===== src/design/md5_pkg.sv =====
// Types, constants and round tables for the MD5 digest core.
package md5_pkg;

	typedef logic [31:0] word_t;
	typedef word_t [3:0] chain_t;

	localparam word_t IV_A = 32'h67452301;
	localparam word_t IV_B = 32'hefcdab89;
	localparam word_t IV_C = 32'h98badcfe;
	localparam word_t IV_D = 32'h10325476;
	localparam logic [7:0] PAD_BYTE = 8'h80;
	localparam logic [1:0] WORD_D = 2'd3;
	localparam logic [3:0] LAST_BUF_WORD = 4'd15;
	localparam logic [3:0] LEN_LO_WORD = 4'd14;
	localparam logic [5:0] LAST_ROUND = 6'd63;
	localparam logic [5:0] LAST_BYTE_POS = 6'd63;

	// Top-level sequencer
	typedef enum logic [1:0] {
		SEQ_IDLE,
		SEQ_PAD,
		SEQ_HASH,
		SEQ_EMIT
	} seq_state_t;

	// What follows a finished compression
	typedef enum logic [1:0] {
		ACT_IDLE,
		ACT_PAD,
		ACT_PAD2,
		ACT_EMIT
	} action_t;

	// Compression unit sequencer
	typedef enum logic [1:0] {
		CMP_IDLE,
		CMP_FETCH,
		CMP_ROUND,
		CMP_FOLD
	} cmp_state_t;

	typedef struct packed {
		logic       start;
		logic       init_chain;
		logic       wr_en;
		logic [3:0] wr_addr;
		word_t      wr_data;
	} cmp_ctrl_t;

	typedef struct packed {
		logic busy;
		logic done;
	} cmp_stat_t;

	// Message word used by a round
	function automatic logic [3:0] msg_index(input logic [5:0] rnd);
		logic [3:0] r;
		logic [3:0] g;
		r = rnd[3:0];
		case (rnd[5:4])
			2'd0: g = r;
			2'd1: g = r * 4'd5 + 4'd1;
			2'd2: g = r * 4'd3 + 4'd5;
			2'd3: g = r * 4'd7;
			default: g = r;
		endcase
		return g;
	endfunction

	// Rotate amount, indexed by {round group, round low bits}
	function automatic logic [4:0] rot_amt(input logic [3:0] idx);
		logic [4:0] s;
		case (idx)
			4'd0:  s = 5'd7;
			4'd1:  s = 5'd12;
			4'd2:  s = 5'd17;
			4'd3:  s = 5'd22;
			4'd4:  s = 5'd5;
			4'd5:  s = 5'd9;
			4'd6:  s = 5'd14;
			4'd7:  s = 5'd20;
			4'd8:  s = 5'd4;
			4'd9:  s = 5'd11;
			4'd10: s = 5'd16;
			4'd11: s = 5'd23;
			4'd12: s = 5'd6;
			4'd13: s = 5'd10;
			4'd14: s = 5'd15;
			4'd15: s = 5'd21;
			default: s = 5'd7;
		endcase
		return s;
	endfunction

	function automatic word_t rotl(input word_t x, input logic [4:0] n);
		logic [63:0] t;
		t = {x, x} << n;
		return t[63:32];
	endfunction

	// Additive round constants
	function automatic word_t round_const(input logic [5:0] rnd);
		word_t k;
		case (rnd)
			6'd0:  k = 32'hd76aa478;
			6'd1:  k = 32'he8c7b756;
			6'd2:  k = 32'h242070db;
			6'd3:  k = 32'hc1bdceee;
			6'd4:  k = 32'hf57c0faf;
			6'd5:  k = 32'h4787c62a;
			6'd6:  k = 32'ha8304613;
			6'd7:  k = 32'hfd469501;
			6'd8:  k = 32'h698098d8;
			6'd9:  k = 32'h8b44f7af;
			6'd10: k = 32'hffff5bb1;
			6'd11: k = 32'h895cd7be;
			6'd12: k = 32'h6b901122;
			6'd13: k = 32'hfd987193;
			6'd14: k = 32'ha679438e;
			6'd15: k = 32'h49b40821;
			6'd16: k = 32'hf61e2562;
			6'd17: k = 32'hc040b340;
			6'd18: k = 32'h265e5a51;
			6'd19: k = 32'he9b6c7aa;
			6'd20: k = 32'hd62f105d;
			6'd21: k = 32'h02441453;
			6'd22: k = 32'hd8a1e681;
			6'd23: k = 32'he7d3fbc8;
			6'd24: k = 32'h21e1cde6;
			6'd25: k = 32'hc33707d6;
			6'd26: k = 32'hf4d50d87;
			6'd27: k = 32'h455a14ed;
			6'd28: k = 32'ha9e3e905;
			6'd29: k = 32'hfcefa3f8;
			6'd30: k = 32'h676f02d9;
			6'd31: k = 32'h8d2a4c8a;
			6'd32: k = 32'hfffa3942;
			6'd33: k = 32'h8771f681;
			6'd34: k = 32'h6d9d6122;
			6'd35: k = 32'hfde5380c;
			6'd36: k = 32'ha4beea44;
			6'd37: k = 32'h4bdecfa9;
			6'd38: k = 32'hf6bb4b60;
			6'd39: k = 32'hbebfbc70;
			6'd40: k = 32'h289b7ec6;
			6'd41: k = 32'heaa127fa;
			6'd42: k = 32'hd4ef3085;
			6'd43: k = 32'h04881d05;
			6'd44: k = 32'hd9d4d039;
			6'd45: k = 32'he6db99e5;
			6'd46: k = 32'h1fa27cf8;
			6'd47: k = 32'hc4ac5665;
			6'd48: k = 32'hf4292244;
			6'd49: k = 32'h432aff97;
			6'd50: k = 32'hab9423a7;
			6'd51: k = 32'hfc93a039;
			6'd52: k = 32'h655b59c3;
			6'd53: k = 32'h8f0ccc92;
			6'd54: k = 32'hffeff47d;
			6'd55: k = 32'h85845dd1;
			6'd56: k = 32'h6fa87e4f;
			6'd57: k = 32'hfe2ce6e0;
			6'd58: k = 32'ha3014314;
			6'd59: k = 32'h4e0811a1;
			6'd60: k = 32'hf7537e82;
			6'd61: k = 32'hbd3af235;
			6'd62: k = 32'h2ad7d2bb;
			6'd63: k = 32'heb86d391;
			default: k = 32'h0;
		endcase
		return k;
	endfunction

endpackage


===== src/design/md5_if.sv =====
// Valid/ready stream interfaces for the MD5 digest core.
interface md5_in_if;
	logic       valid;
	logic       ready;
	logic [7:0] data_byte;
	logic       has_byte;
	logic       end_of_message;

	modport source(output valid, output data_byte, output has_byte, output end_of_message,
		input ready);
	modport sink(input valid, input data_byte, input has_byte, input end_of_message,
		output ready);
endinterface

interface md5_out_if;
	logic        valid;
	logic        ready;
	logic [31:0] digest_word;
	logic [1:0]  word_index;
	logic        last_word;

	modport source(output valid, output digest_word, output word_index, output last_word,
		input ready);
	modport sink(input valid, input digest_word, input word_index, input last_word,
		output ready);
endinterface


===== src/design/md5_compress.sv =====
// MD5 compression unit: block buffer, one round per cycle, chaining words.
module md5_compress (
	input  logic               clk,
	input  logic               arst_n,
	input  md5_pkg::cmp_ctrl_t ctrl,
	output md5_pkg::cmp_stat_t stat,
	output md5_pkg::chain_t    chain
);
	import md5_pkg::*;

	cmp_state_t state_q, state_d;
	logic [5:0] rnd_q;
	word_t      a_q, b_q, c_q, d_q;
	chain_t     chain_q;
	word_t      buf_mem [16];
	word_t      rdata_q;
	logic [3:0] rd_addr;
	word_t      f;
	word_t      sum;
	word_t      b_new;

	// Block buffer: one write port, one registered read port
	always_ff @(posedge clk) begin
		if (ctrl.wr_en) begin
			buf_mem[ctrl.wr_addr] <= ctrl.wr_data;
		end
		rdata_q <= buf_mem[rd_addr];
	end

	// Next state
	always_comb begin
		state_d = state_q;
		case (state_q)
			CMP_IDLE:  if (ctrl.start) state_d = CMP_FETCH;
			CMP_FETCH: state_d = CMP_ROUND;
			CMP_ROUND: if (rnd_q == LAST_ROUND) state_d = CMP_FOLD;
			CMP_FOLD:  state_d = CMP_IDLE;
			default:   state_d = CMP_IDLE;
		endcase
	end

	// Outputs: prefetch address and status
	always_comb begin
		rd_addr = msg_index(6'd0);
		stat.busy = 1'b1;
		stat.done = 1'b0;
		case (state_q)
			CMP_IDLE:  stat.busy = 1'b0;
			CMP_FETCH: rd_addr = msg_index(6'd0);
			CMP_ROUND: rd_addr = msg_index(rnd_q + 6'd1);
			CMP_FOLD:  stat.done = 1'b1;
			default:   stat.busy = 1'b0;
		endcase
	end

	// Round function for the current group
	always_comb begin
		case (rnd_q[5:4])
			2'd0:    f = (b_q & c_q) | (~b_q & d_q);
			2'd1:    f = (d_q & b_q) | (~d_q & c_q);
			2'd2:    f = b_q ^ c_q ^ d_q;
			2'd3:    f = c_q ^ (b_q | ~d_q);
			default: f = b_q ^ c_q ^ d_q;
		endcase
		sum = a_q + f + rdata_q + round_const(rnd_q);
		b_new = b_q + rotl(sum, rot_amt({rnd_q[5:4], rnd_q[1:0]}));
	end

	// Sequencer state and round counter
	always_ff @(posedge clk or negedge arst_n) begin
		if (!arst_n) begin
			state_q <= CMP_IDLE;
			rnd_q <= '0;
		end else begin
			state_q <= state_d;
			if (state_q == CMP_ROUND) begin
				rnd_q <= rnd_q + 6'd1;
			end else begin
				rnd_q <= '0;
			end
		end
	end

	// Chaining words: load initial values, fold in the working words
	always_ff @(posedge clk or negedge arst_n) begin
		if (!arst_n) begin
			chain_q <= {IV_D, IV_C, IV_B, IV_A};
		end else if (ctrl.init_chain) begin
			chain_q <= {IV_D, IV_C, IV_B, IV_A};
		end else if (state_q == CMP_FOLD) begin
			chain_q[0] <= chain_q[0] + a_q;
			chain_q[1] <= chain_q[1] + b_q;
			chain_q[2] <= chain_q[2] + c_q;
			chain_q[3] <= chain_q[3] + d_q;
		end
	end

	// Working words: load at start, rotate through each round
	always_ff @(posedge clk) begin
		if (state_q == CMP_IDLE && ctrl.start) begin
			a_q <= chain_q[0];
			b_q <= chain_q[1];
			c_q <= chain_q[2];
			d_q <= chain_q[3];
		end else if (state_q == CMP_ROUND) begin
			a_q <= d_q;
			d_q <= c_q;
			c_q <= b_q;
			b_q <= b_new;
		end
	end

	assign chain = chain_q;

endmodule


===== src/design/md5_message_digest_core.sv =====
// MD5 digest core: byte packing, padding sequencer and digest output.
//
//  channel | dir | payload                                 | transaction
//  in_ch   | in  | data_byte[7:0], has_byte, end_of_message | one message byte or end mark
//  out_ch  | out | digest_word[31:0], word_index, last_word | one digest word, A to D
//
// The byte that fills a block starts a compression: one prefetch, 64 rounds of
// the shared round unit, one fold into the chaining words.
// An end item takes the padding sweep (one buffer word a cycle), one or two
// compressions, then four output transactions.
// in_ch.ready drops after a block's last byte until its fold, and after an end item
// until word D is out.
// Output stalls hold the current digest word; reset loads the initial chaining words.
module md5_message_digest_core (
	input logic      clk,
	input logic      arst_n,
	md5_in_if.sink   in_ch,
	md5_out_if.source out_ch
);
	import md5_pkg::*;

	seq_state_t  state_q, state_d;
	action_t     action_q;
	logic [5:0]  bpos_q;
	logic [5:0]  bpos_d;
	logic [60:0] len_q;
	word_t       acc_q;
	logic [3:0]  widx_q;
	logic        first_q;
	logic        lenblk_q;
	logic [1:0]  oidx_q;
	cmp_ctrl_t   ctrl;
	cmp_stat_t   stat;
	chain_t      chain;
	logic        in_acc;
	logic        out_acc;
	logic        full;
	logic [4:0]  lane_sh;
	word_t       base_word;
	word_t       byte_word;
	word_t       pad_word;

	md5_compress u_cmp (
		.clk    (clk),
		.arst_n (arst_n),
		.ctrl   (ctrl),
		.stat   (stat),
		.chain  (chain)
	);

	assign in_acc = in_ch.valid && in_ch.ready;
	assign out_acc = out_ch.valid && out_ch.ready;
	assign full = in_ch.has_byte && (bpos_q == LAST_BYTE_POS);
	assign bpos_d = in_ch.has_byte ? bpos_q + 6'd1 : bpos_q;

	// Merge the byte (or pad mark) into the partial word
	assign lane_sh = {bpos_q[1:0], 3'b000};
	assign base_word = (bpos_q[1:0] == 2'd0) ? '0 : acc_q;
	assign byte_word = base_word | ({24'h0, in_ch.data_byte} << lane_sh);

	// Padding sweep word: pad mark, zero fill or bit length
	always_comb begin
		if (lenblk_q && widx_q == LEN_LO_WORD) begin
			pad_word = {len_q[28:0], 3'b000};
		end else if (lenblk_q && widx_q == LAST_BUF_WORD) begin
			pad_word = len_q[60:29];
		end else if (first_q) begin
			pad_word = base_word | ({24'h0, PAD_BYTE} << lane_sh);
		end else begin
			pad_word = '0;
		end
	end

	// Next state
	always_comb begin
		state_d = state_q;
		case (state_q)
			SEQ_IDLE: begin
				if (in_acc && full) begin
					state_d = SEQ_HASH;
				end else if (in_acc && in_ch.end_of_message) begin
					state_d = SEQ_PAD;
				end
			end
			SEQ_PAD: if (widx_q == LAST_BUF_WORD) state_d = SEQ_HASH;
			SEQ_HASH: begin
				if (stat.done) begin
					case (action_q)
						ACT_IDLE: state_d = SEQ_IDLE;
						ACT_PAD:  state_d = SEQ_PAD;
						ACT_PAD2: state_d = SEQ_PAD;
						ACT_EMIT: state_d = SEQ_EMIT;
						default:  state_d = SEQ_IDLE;
					endcase
				end
			end
			SEQ_EMIT: if (out_acc && oidx_q == WORD_D) state_d = SEQ_IDLE;
			default: state_d = SEQ_IDLE;
		endcase
	end

	// Outputs: handshakes and compression unit control
	always_comb begin
		in_ch.ready = 1'b0;
		out_ch.valid = 1'b0;
		ctrl = '0;
		ctrl.wr_addr = widx_q;
		ctrl.wr_data = pad_word;
		case (state_q)
			SEQ_IDLE: begin
				in_ch.ready = 1'b1;
				ctrl.wr_en = in_acc && in_ch.has_byte;
				ctrl.wr_addr = bpos_q[5:2];
				ctrl.wr_data = byte_word;
				ctrl.start = in_acc && full;
			end
			SEQ_PAD: begin
				ctrl.wr_en = 1'b1;
				ctrl.start = (widx_q == LAST_BUF_WORD);
			end
			SEQ_HASH: ;
			SEQ_EMIT: begin
				out_ch.valid = 1'b1;
				ctrl.init_chain = out_acc && (oidx_q == WORD_D);
			end
			default: ;
		endcase
	end

	assign out_ch.digest_word = chain[oidx_q];
	assign out_ch.word_index = oidx_q;
	assign out_ch.last_word = (oidx_q == WORD_D);

	always_ff @(posedge clk or negedge arst_n) begin
		if (!arst_n) begin
			state_q <= SEQ_IDLE;
			action_q <= ACT_IDLE;
			bpos_q <= '0;
			len_q <= '0;
			widx_q <= '0;
			first_q <= 1'b0;
			lenblk_q <= 1'b0;
			oidx_q <= '0;
		end else begin
			state_q <= state_d;
			case (state_q)
				SEQ_IDLE: begin
					if (in_acc) begin
						// Absorb the byte and count it
						if (in_ch.has_byte) begin
							len_q <= len_q + 61'd1;
						end
						bpos_q <= bpos_d;
						if (full) begin
							action_q <= in_ch.end_of_message ? ACT_PAD : ACT_IDLE;
						end else if (in_ch.end_of_message) begin
							widx_q <= bpos_d[5:2];
							first_q <= 1'b1;
							lenblk_q <= (bpos_d[5:3] != 3'b111);
						end
					end
				end
				SEQ_PAD: begin
					// Advance the sweep; pick what follows the compression
					widx_q <= widx_q + 4'd1;
					first_q <= 1'b0;
					if (widx_q == LAST_BUF_WORD) begin
						action_q <= lenblk_q ? ACT_EMIT : ACT_PAD2;
					end
				end
				SEQ_HASH: begin
					if (stat.done) begin
						case (action_q)
							ACT_PAD: begin
								widx_q <= bpos_q[5:2];
								first_q <= 1'b1;
								lenblk_q <= (bpos_q[5:3] != 3'b111);
							end
							ACT_PAD2: begin
								widx_q <= '0;
								first_q <= 1'b0;
								lenblk_q <= 1'b1;
							end
							ACT_EMIT: oidx_q <= '0;
							ACT_IDLE: ;
							default: ;
						endcase
					end
				end
				SEQ_EMIT: begin
					if (out_acc) begin
						oidx_q <= oidx_q + 2'd1;
						if (oidx_q == WORD_D) begin
							bpos_q <= '0;
							len_q <= '0;
						end
					end
				end
				default: ;
			endcase
		end
	end

	// Partial word holds the bytes of the current buffer word
	always_ff @(posedge clk) begin
		if (in_acc && in_ch.has_byte) begin
			acc_q <= byte_word;
		end
	end

endmodule


===== src/flat_wrapper.sv =====
// flat-port wrapper written by rule: the top's interface ports become plain ports
module md5_message_digest_core_flat import md5_pkg::*;
  (clk, arst_n, in_ch_valid, in_ch_data_byte, in_ch_has_byte, in_ch_end_of_message, in_ch_ready, out_ch_valid, out_ch_digest_word, out_ch_word_index, out_ch_last_word, out_ch_ready);
  md5_in_if in_ch_i ();
  md5_out_if out_ch_i ();
  input logic clk;
  input logic arst_n;
  input wire logic [$bits(in_ch_i.valid)-1:0] in_ch_valid;
  input wire logic [$bits(in_ch_i.data_byte)-1:0] in_ch_data_byte;
  input wire logic [$bits(in_ch_i.has_byte)-1:0] in_ch_has_byte;
  input wire logic [$bits(in_ch_i.end_of_message)-1:0] in_ch_end_of_message;
  output wire logic [$bits(in_ch_i.ready)-1:0] in_ch_ready;
  output wire logic [$bits(out_ch_i.valid)-1:0] out_ch_valid;
  output wire logic [$bits(out_ch_i.digest_word)-1:0] out_ch_digest_word;
  output wire logic [$bits(out_ch_i.word_index)-1:0] out_ch_word_index;
  output wire logic [$bits(out_ch_i.last_word)-1:0] out_ch_last_word;
  input wire logic [$bits(out_ch_i.ready)-1:0] out_ch_ready;
  assign in_ch_i.valid = in_ch_valid;
  assign in_ch_i.data_byte = in_ch_data_byte;
  assign in_ch_i.has_byte = in_ch_has_byte;
  assign in_ch_i.end_of_message = in_ch_end_of_message;
  assign in_ch_ready = in_ch_i.ready;
  assign out_ch_valid = out_ch_i.valid;
  assign out_ch_digest_word = out_ch_i.digest_word;
  assign out_ch_word_index = out_ch_i.word_index;
  assign out_ch_last_word = out_ch_i.last_word;
  assign out_ch_i.ready = out_ch_ready;
  md5_message_digest_core u_core (.clk(clk), .arst_n(arst_n), .in_ch(in_ch_i), .out_ch(out_ch_i));
endmodule

===== config.mk =====
export PLATFORM = sky130hd
export DESIGN_NAME = md5_message_digest_core_flat
export DESIGN_NICKNAME = d
export VERILOG_FILES = /design/src/design/md5_pkg.sv /design/src/design/md5_if.sv /design/src/design/md5_compress.sv /design/src/design/md5_message_digest_core.sv /design/src/flat_wrapper.sv
export SDC_FILE = /design/constraint.sdc
export NUM_CORES = 2
export LEC_CHECK = 0
export BUFFER_PORTS_ARGS = -buffer_cell sky130_fd_sc_hd__clkbuf_2
export CORE_MARGIN = 2
export CORE_UTILIZATION = 35
export CTS_CLUSTER_SIZE = 24
export DETAILED_ROUTE_END_ITERATION = 10
export SLEW_MARGIN = 20
export SYNTH_ARGS = -nofsm -noshare
export SYNTH_HDL_FRONTEND = slang
export SYNTH_SLANG_ARGS = --single-unit

===== constraint.sdc =====
create_clock -name clk -period 9.49 [get_ports clk]
set_input_delay 0.4745 -clock clk [delete_from_list [all_inputs] [get_ports clk]]
set_output_delay 0.4745 -clock clk [all_outputs]
set_load 0.005 [all_outputs]

## After elaboration in Yosys (flattened, before gate mapping)

Memory sizes are Yosys's and may differ from the RTL's. A register that Yosys moved wholly into a read port is not among the register bits.
Index checks and enable logic that the tools add are counted.

- Memory bits (writable): 512
- Memories kept: 3
- Output and inout bits: 37
- Bits in read-only memories: 2,128
- Register bits: 375
- Logic and storage cells: 205
- Bits of input ports: 14

Memory list:

| memory | words | width | rd ports | clocked after memory_dff | wr ports | RTL line | source |
|---|---|---|---|---|---|---|---|
| (name not given) | 64 | 32 | 1 | 0 | 0 | md5_pkg.sv:104 | `case (rnd)` |
| u_core.u_cmp.buf_mem | 16 | 32 | 1 | 1 | 1 | md5_compress.sv:15 | `word_t buf_mem [16];` |
| (name not given) | 16 | 5 | 1 | 0 | 0 | md5_pkg.sv:73 | `case (idx)` |

- Add/subtract/negate cells: 15
- Eq/ne operators: 37
- Magnitude comparators: 1
- Bitwise logic cells: 14
- Shift-type cells: 3
- $mul: 3
- Reductions and logical operators: 32
- Muxes and demuxes: 77

Operator list:

| operator | count |
|---|---|
| $mux W32 | 13 |
| $add A32 B32 Y32 | 8 |
| $mux W128 | 2 |
| $mux W61 | 4 |
| $or A32 B32 Y32 | 5 |
| $and A32 B32 Y32 | 4 |
| $pmux W32 S4 | 1 |
| $pmux W61 S2 | 1 |
| $xor A32 B32 Y32 | 3 |
| $bmux W32 S2 | 1 |
| $not A32 Y32 | 2 |
| $shl A64 B5 Y64 | 1 |
| $add A61 B1 Y61 const B | 1 |
| $mux W36 | 1 |
| $shl A8 B5 Y32 | 1 |
| $shl A8 B5 Y32 const A | 1 |
| $mux W6 | 5 |
| $mux W2 | 13 |
| $eq A2 B2 Y1 const B | 11 |
| $mux W4 | 5 |
| $mux W1 | 16 |
| $pmux W2 S4 | 2 |
| $pmux W4 S4 | 1 |
| $reduce_and A4 Y1 | 4 |
| other kinds (29) | 76 |

## Depth between registers and ports, before layout

- Word-level depth: 11
- Depth in mapped cells: 40
- Depth with buffers taken out: 37

## Modules after synthesis

A second synthesis with hierarchy kept.

- Cell total of the unflattened synthesis: 5,481
- Area total of the unflattened synthesis: 57,073.5 µm²

Modules (own cells, without submodules):

| module | cells each | sequential area each (µm²) | times used | area each (µm²) |
|---|---|---|---|---|
| md5_compress | 4,513 | 23,342.4 | 1 | 48,880.6 |
| md5_message_digest_core | 968 | 2,937.8 | 1 | 8,192.9 |

## Worst setup path before layout

Ideal clock, no wire load.

- Path type: reg2reg
- From: reg u_core.u_cmp.rnd_q[2]
- To: reg u_core.u_cmp.b_q[30] (data pin)
- Stages on the path, launching flop included: 39
- Data required time: 9,221 ps
- Library setup time: 269 ps
- Buffers on the path: 3
- Arrival: 8,566 ps
- Setup slack: 655 ps
- Cells stage by stage: dfrtp_1 buf_6 clkinv_1 clkbuf_1 clkbuf_1 ha_1 inv_1 o21ai_0 a21oi_1 a211oi_1 a21oi_1 fa_1 inv_1 ha_1 fa_1 a211oi_1 o211ai_2 and4_1 (+3 left out) or3_1 a31oi_4 a211oi_1 o31a_1 mux2_2 ha_1 fa_1 a21o_1 a21oi_1 nand2b_1 a21oi_1 a41o_1 a21oi_1 o211a_1 o21ai_0 a31oi_1 xor2_1 o21ai_0

- Word-level cells in the longest chain between the ends: 6

RTL lines:

| element | RTL line | source |
|---|---|---|
| start: declaration | md5_compress.sv:12 | `logic [5:0] rnd_q;` |
| start signal: assignment | md5_compress.sv:77 | `rnd_q <= rnd_q + 6'd1;` |
| $mem_v2 Z64 W32 | - |  |
| $add A32 B32 Y32 | md5_compress.sv:65 | `sum = a_q + f + rdata_q + round_const(rnd_q);` |
| $shl A64 B5 Y64 | md5_pkg.sv:97 | `t = {x, x} << n;` |
| $add A32 B32 Y32 | md5_compress.sv:66 | `b_new = b_q + rotl(sum, rot_amt({rnd_q[5:4], rnd_q[1:0]}));` |
| $mux W32 | md5_compress.sv:105 | `end else if (state_q == CMP_ROUND) begin` |
| $mux W32 | md5_compress.sv:100 | `if (state_q == CMP_IDLE && ctrl.start) begin` |
| end signal: assignment | md5_compress.sv:102 | `b_q <= chain_q[1];` |
| end signal: assignment | md5_compress.sv:109 | `b_q <= b_new;` |
| end: declaration | md5_compress.sv:13 | `word_t a_q, b_q, c_q, d_q;` |

Every way passes these cells. The select of a mux whose other input is x is not followed.
A chain may end at the register's enable or synchronous reset.

## Worst setup path in the final report

- From: reg u_core.u_cmp.rnd_q[3]
- To: reg u_core.u_cmp.b_q[31] (data pin)

The elaborated chain is that of the path after synthesis.

==> metrics.md <==
| Metric | Value |
|---|---|
| Outcome | `complete, no violations` |
| Setup Fix Bufs, Post-CTS | `0` |
| Vias in the first global route | `41800` |
| Die Area | `0.165 mm^2` |
| Cell total after placement | `7479` |
| Fin area | `0.0634 mm^2` |
| Crit path to | `u_core.u_cmp.b_q[31]$_DFFE_PP_` |
| EDFF count, synth | `672` |
| Port bufs | `50` |
| DRC errors left | `0` |
| Vias | `43600` |
| Non-filler instance count after layout | `7656` |
| Initial antenna violation count | `1` |
| Max-cap violations | `0` |
| Cell Area, Synth | `0.0567 mm^2` |
| Reg2Reg Setup Slack | `0.39 ns` |
| Worst r2r path cells | `32` |
| Tot GR Track Use | `0.212` |
| Pre-Repair DR Iteration Count | `8` |
| Top cell type by total area after synthesis | `edfxtp_1` |
| WP data required | `9.96 ns` |
| Reg clk slew, reported paths | `0.07 ns` |
| Multi-input gate area | `0.0287 mm^2` |
| Setup Skew | `0.0513 ns` |
| Hold Path Class | `primary input to flip-flop` |
| Pin count of the biggest net entering global routing | `129` |
| Cell Pwr Density | `129 mW/mm^2` |
| Vias/cell | `5.70` |
| CTS Buf Count | `94` |
| CORE AREA | `0.161 mm^2` |
| Critical path peak fanout | `37` |
| DP Wirelength | `122000 um` |
| Final period util | `0.959` |
| GRT overflow | `0` |
| Iter 0 DRT Violations | `4405` |
| Highest ir drop seen on vdd | `161 uV` |
| Power consumption | `8.15 mW` |
| CTS Sinks | `919` |
| Placer Congestion | `0.948` |
| CP Launch Point | `u_core.u_cmp.rnd_q[3]$_DFF_PN0_` |
| # H-tree levels | `3` |
| DRT antenna net count | `0` |
| Setup violators final | `0` |
| Sequential-to-total area share from yosys stat | `0.463` |
| Setup crit end kind | `flip-flop` |
| N_diodes | `0` |
| Num ports | `51` |
| Yosys cell types | `97` |
| Fin nets | `5743` |
| CTS tree | `done` |
| Clk_lat worst skew | `0.72 ns` |
| CP dominant cell by count | `a211o_1` |
| Die Y | `407 um` |
| Worst r2r src | `u_core.u_cmp.rnd_q[3]$_DFF_PN0_` |
| Synth Register Bits | `919` |
| Post-synthesis instance total | `5398` |
| Setup TNS | `0 ns` |
| Die W | `407 um` |
| Share of flip-flops with an asynchronous set or reset | `0.234` |
| Routed len/inst | `23.2 um` |
| Routed WL | `178000 um` |
| RR Endpoint | `u_core.u_cmp.b_q[31]$_DFFE_PP_` |
| Area grow syn2layout | `11.7%` |
| Register area | `0.0263 mm^2` |
| Syn nets | `5725` |
| Share of layout cells above drive strength 1 | `0.136` |
| Max-slew headroom | `0.262` |
| Setup CP Type | `flip-flop to flip-flop` |
| Post-layout min period | `9.10 ns` |
| CTS max path bufs | `3` |
| Critical Path Start Type | `flip-flop` |
| Slowest cell on crit path | `dfrtp_4` |
| Slowest cell delay on critical path | `0.71 ns` |
| Fill cell count | `15600` |
| Final max-slew violation count | `0` |
| Data arrival, critical path | `9.56 ns` |
| Largest cells by area after synthesis | `edfxtp_1, mux4_2, dfrtp_1` |
| DP Area | `0.0602 mm^2` |
| Max Freq | `110 MHz` |
| Synthesis Warnings | `0` |
| Global-route wire length before repair | `267000 um` |
| RSZ-0062 raised after global routing | `no` |
| Final Hold Vio Count | `0` |
| Slew @ Worst Pin | `1.09 ns` |
| Clk root buf | `clkbuf_16` |
| Worst Hold Depth | `3` |
| Synthesized area per cell | `10.5 um^2` |
| Starting Density | `0.353` |
| Pleak | `23.5 nW` |
| Synth Flop Type | `edfxtp_1` |
| Final hold slack | `0.141 ns` |
| Yosys top cell area share | `0.356` |
| Rows | `147` |
[metrics by stage]
| step | util | setup slack (ns) |
|---|---|---|
| 2_1_floorplan | - | 0.655 |
| 3_3_place_gp | 0.374 | 0.547 |
| 3_5_place_dp | 0.374 | 0.356 |
| 4_1_cts | 0.394 | 0.361 |
| 5_1_grt | 0.394 | 0.0255 |
| 6_report | 0.394 | 0.392 |
[cells in the mapped netlist (12+ instances only)]
cell type,number
nor3_1,80
clkbuf_1,221
o22ai_1,28
o21a_1,38
nor2b_1,90
nor2_1,357
ha_1,242
dfstp_2,64
nand3_1,160
mux4_2,170
and4_1,12
a21oi_1,369
o31ai_1,31
nand2_1,723
a31oi_1,41
a221oi_1,12
buf_4,12
buf_1,44
a211o_1,19
or2_2,35
a311oi_1,14
dfxtp_1,32
edfxtp_1,672
o211ai_1,89
buf_2,23
nand2b_1,41
o21bai_1,16
a21o_1,102
xnor2_1,132
mux2_2,31
mux2i_1,142
dfrtp_1,151
and2_1,22
a211oi_1,87
xor2_1,93
and3_1,44
fa_1,71
o21ai_0,402
inv_1,208
or3_1,49
nand4_1,30
[repair_timing]
action / CTS / global route
endpoints found under the hold margin: 52 / 0
hold buffers: 1 / 0
resized for setup: 0 / 11
setup endpoints to repair: 0 / 8
[critical path: cells and delay by family (launching register included)]
family | cells | cell delay [ns]
buffers and inverters | 3 | 0.76
AND/OR/NAND/NOR | 5 | 1.11
AO/OA/AOI/OAI | 20 | 5.03
multiplexers | 1 | 0.26
adder cells (fa/ha/maj) | 3 | 0.97
flip-flops | 1 | 0.71
[kinds of logic after synthesis]
logic type | share of synthesized area
XOR/XNOR | 0.0347
AND/OR/NAND/NOR | 0.135
buffers and inverters | 0.0354
adder cells (fa/ha/maj) | 0.0786
flip-flops | 0.463
multiplexers | 0.0987
AO/OA/AOI/OAI | 0.154
[cell usage in the layout (no fill, tap or decap), types with 89 or more instances in the layout]
cell type and n:
a21o_1 102, a21oi_1 369, buf_4 164, clkbuf_16 95, dfrtp_1 144, edfxtp_1 672
ha_1 239, inv_1 207, mux2i_1 141, mux4_2 170, nand2_1 718, nand3_1 159
nor2_1 339, nor2b_1 90, o211ai_1 89, o21ai_0 383, xnor2_1 131, xor2_1 92
[worst min path at each step]
stage                                        start                             end  slack (ns)
floorplan                                   arst_n  u_core.action_q[0]$_DFFE_PN0P_        0.18
global placement    u_core.action_q[0]$_DFFE_PN0P_  u_core.action_q[0]$_DFFE_PN0P_        0.50
detailed placement  u_core.action_q[0]$_DFFE_PN0P_  u_core.action_q[0]$_DFFE_PN0P_        0.52
CTS                           in_ch_end_of_message  u_core.action_q[0]$_DFFE_PN0P_        0.10
global route                    in_ch_data_byte[1]       u_core.acc_q[9]$_DFFE_PP_        0.15
finish                        in_ch_end_of_message  u_core.action_q[0]$_DFFE_PN0P_        0.14
[where the power goes]
part | switching, mW | total, mW | internal, mW
logic | 0.0275 | 0.0311 | 0.00366
registers | 0 | 4.27 | 4.27
clock network | 1.66 | 3.85 | 2.19
[per-layer routing]
| layer | track usage | share of wire | routed length, um |
|---|---|---|---|
| met1 | 0.296 | 0.44 | 78600 |
| met3 | 0.0274 | 0.060 | 10700 |
| met4 | 0.0571 | 0.027 | 4840 |
| met5 | 0 | 0 | 0 |
| met2 | 0.346 | 0.47 | 83900 |
[final cells by class]
class	instances	share of cell area
clock inverter	54	0.00991
inverter	213	0.0127
multi-input combinational	3965	0.453
timing repair buffer	223	0.0262
tap	2160	0.0426
clock buffer	122	0.0402
sequential	919	0.415
[sequential cells by signal (all words and copies together) (netlist names), 2 cells and up]
| name | count |
|---|---|
| u_core.u_cmp.buf_mem | 512 |
| u_core.state_q | 2 |
| u_core.acc_q | 32 |
| u_core.action_q | 2 |
| u_core.out_ch.word_index | 2 |
| u_core.u_cmp.d_q | 32 |
| u_core.bpos_q | 6 |
| u_core.len_q | 61 |
| u_core.widx_q | 4 |
| u_core.u_cmp.rdata_q | 32 |
| u_core.u_cmp.chain | 128 |
| u_core.u_cmp.state_q | 2 |
| u_core.u_cmp.a_q | 32 |
| u_core.u_cmp.c_q | 32 |
| u_core.u_cmp.rnd_q | 6 |
| u_core.u_cmp.b_q | 32 |
(Power assumes the default switching activity.)
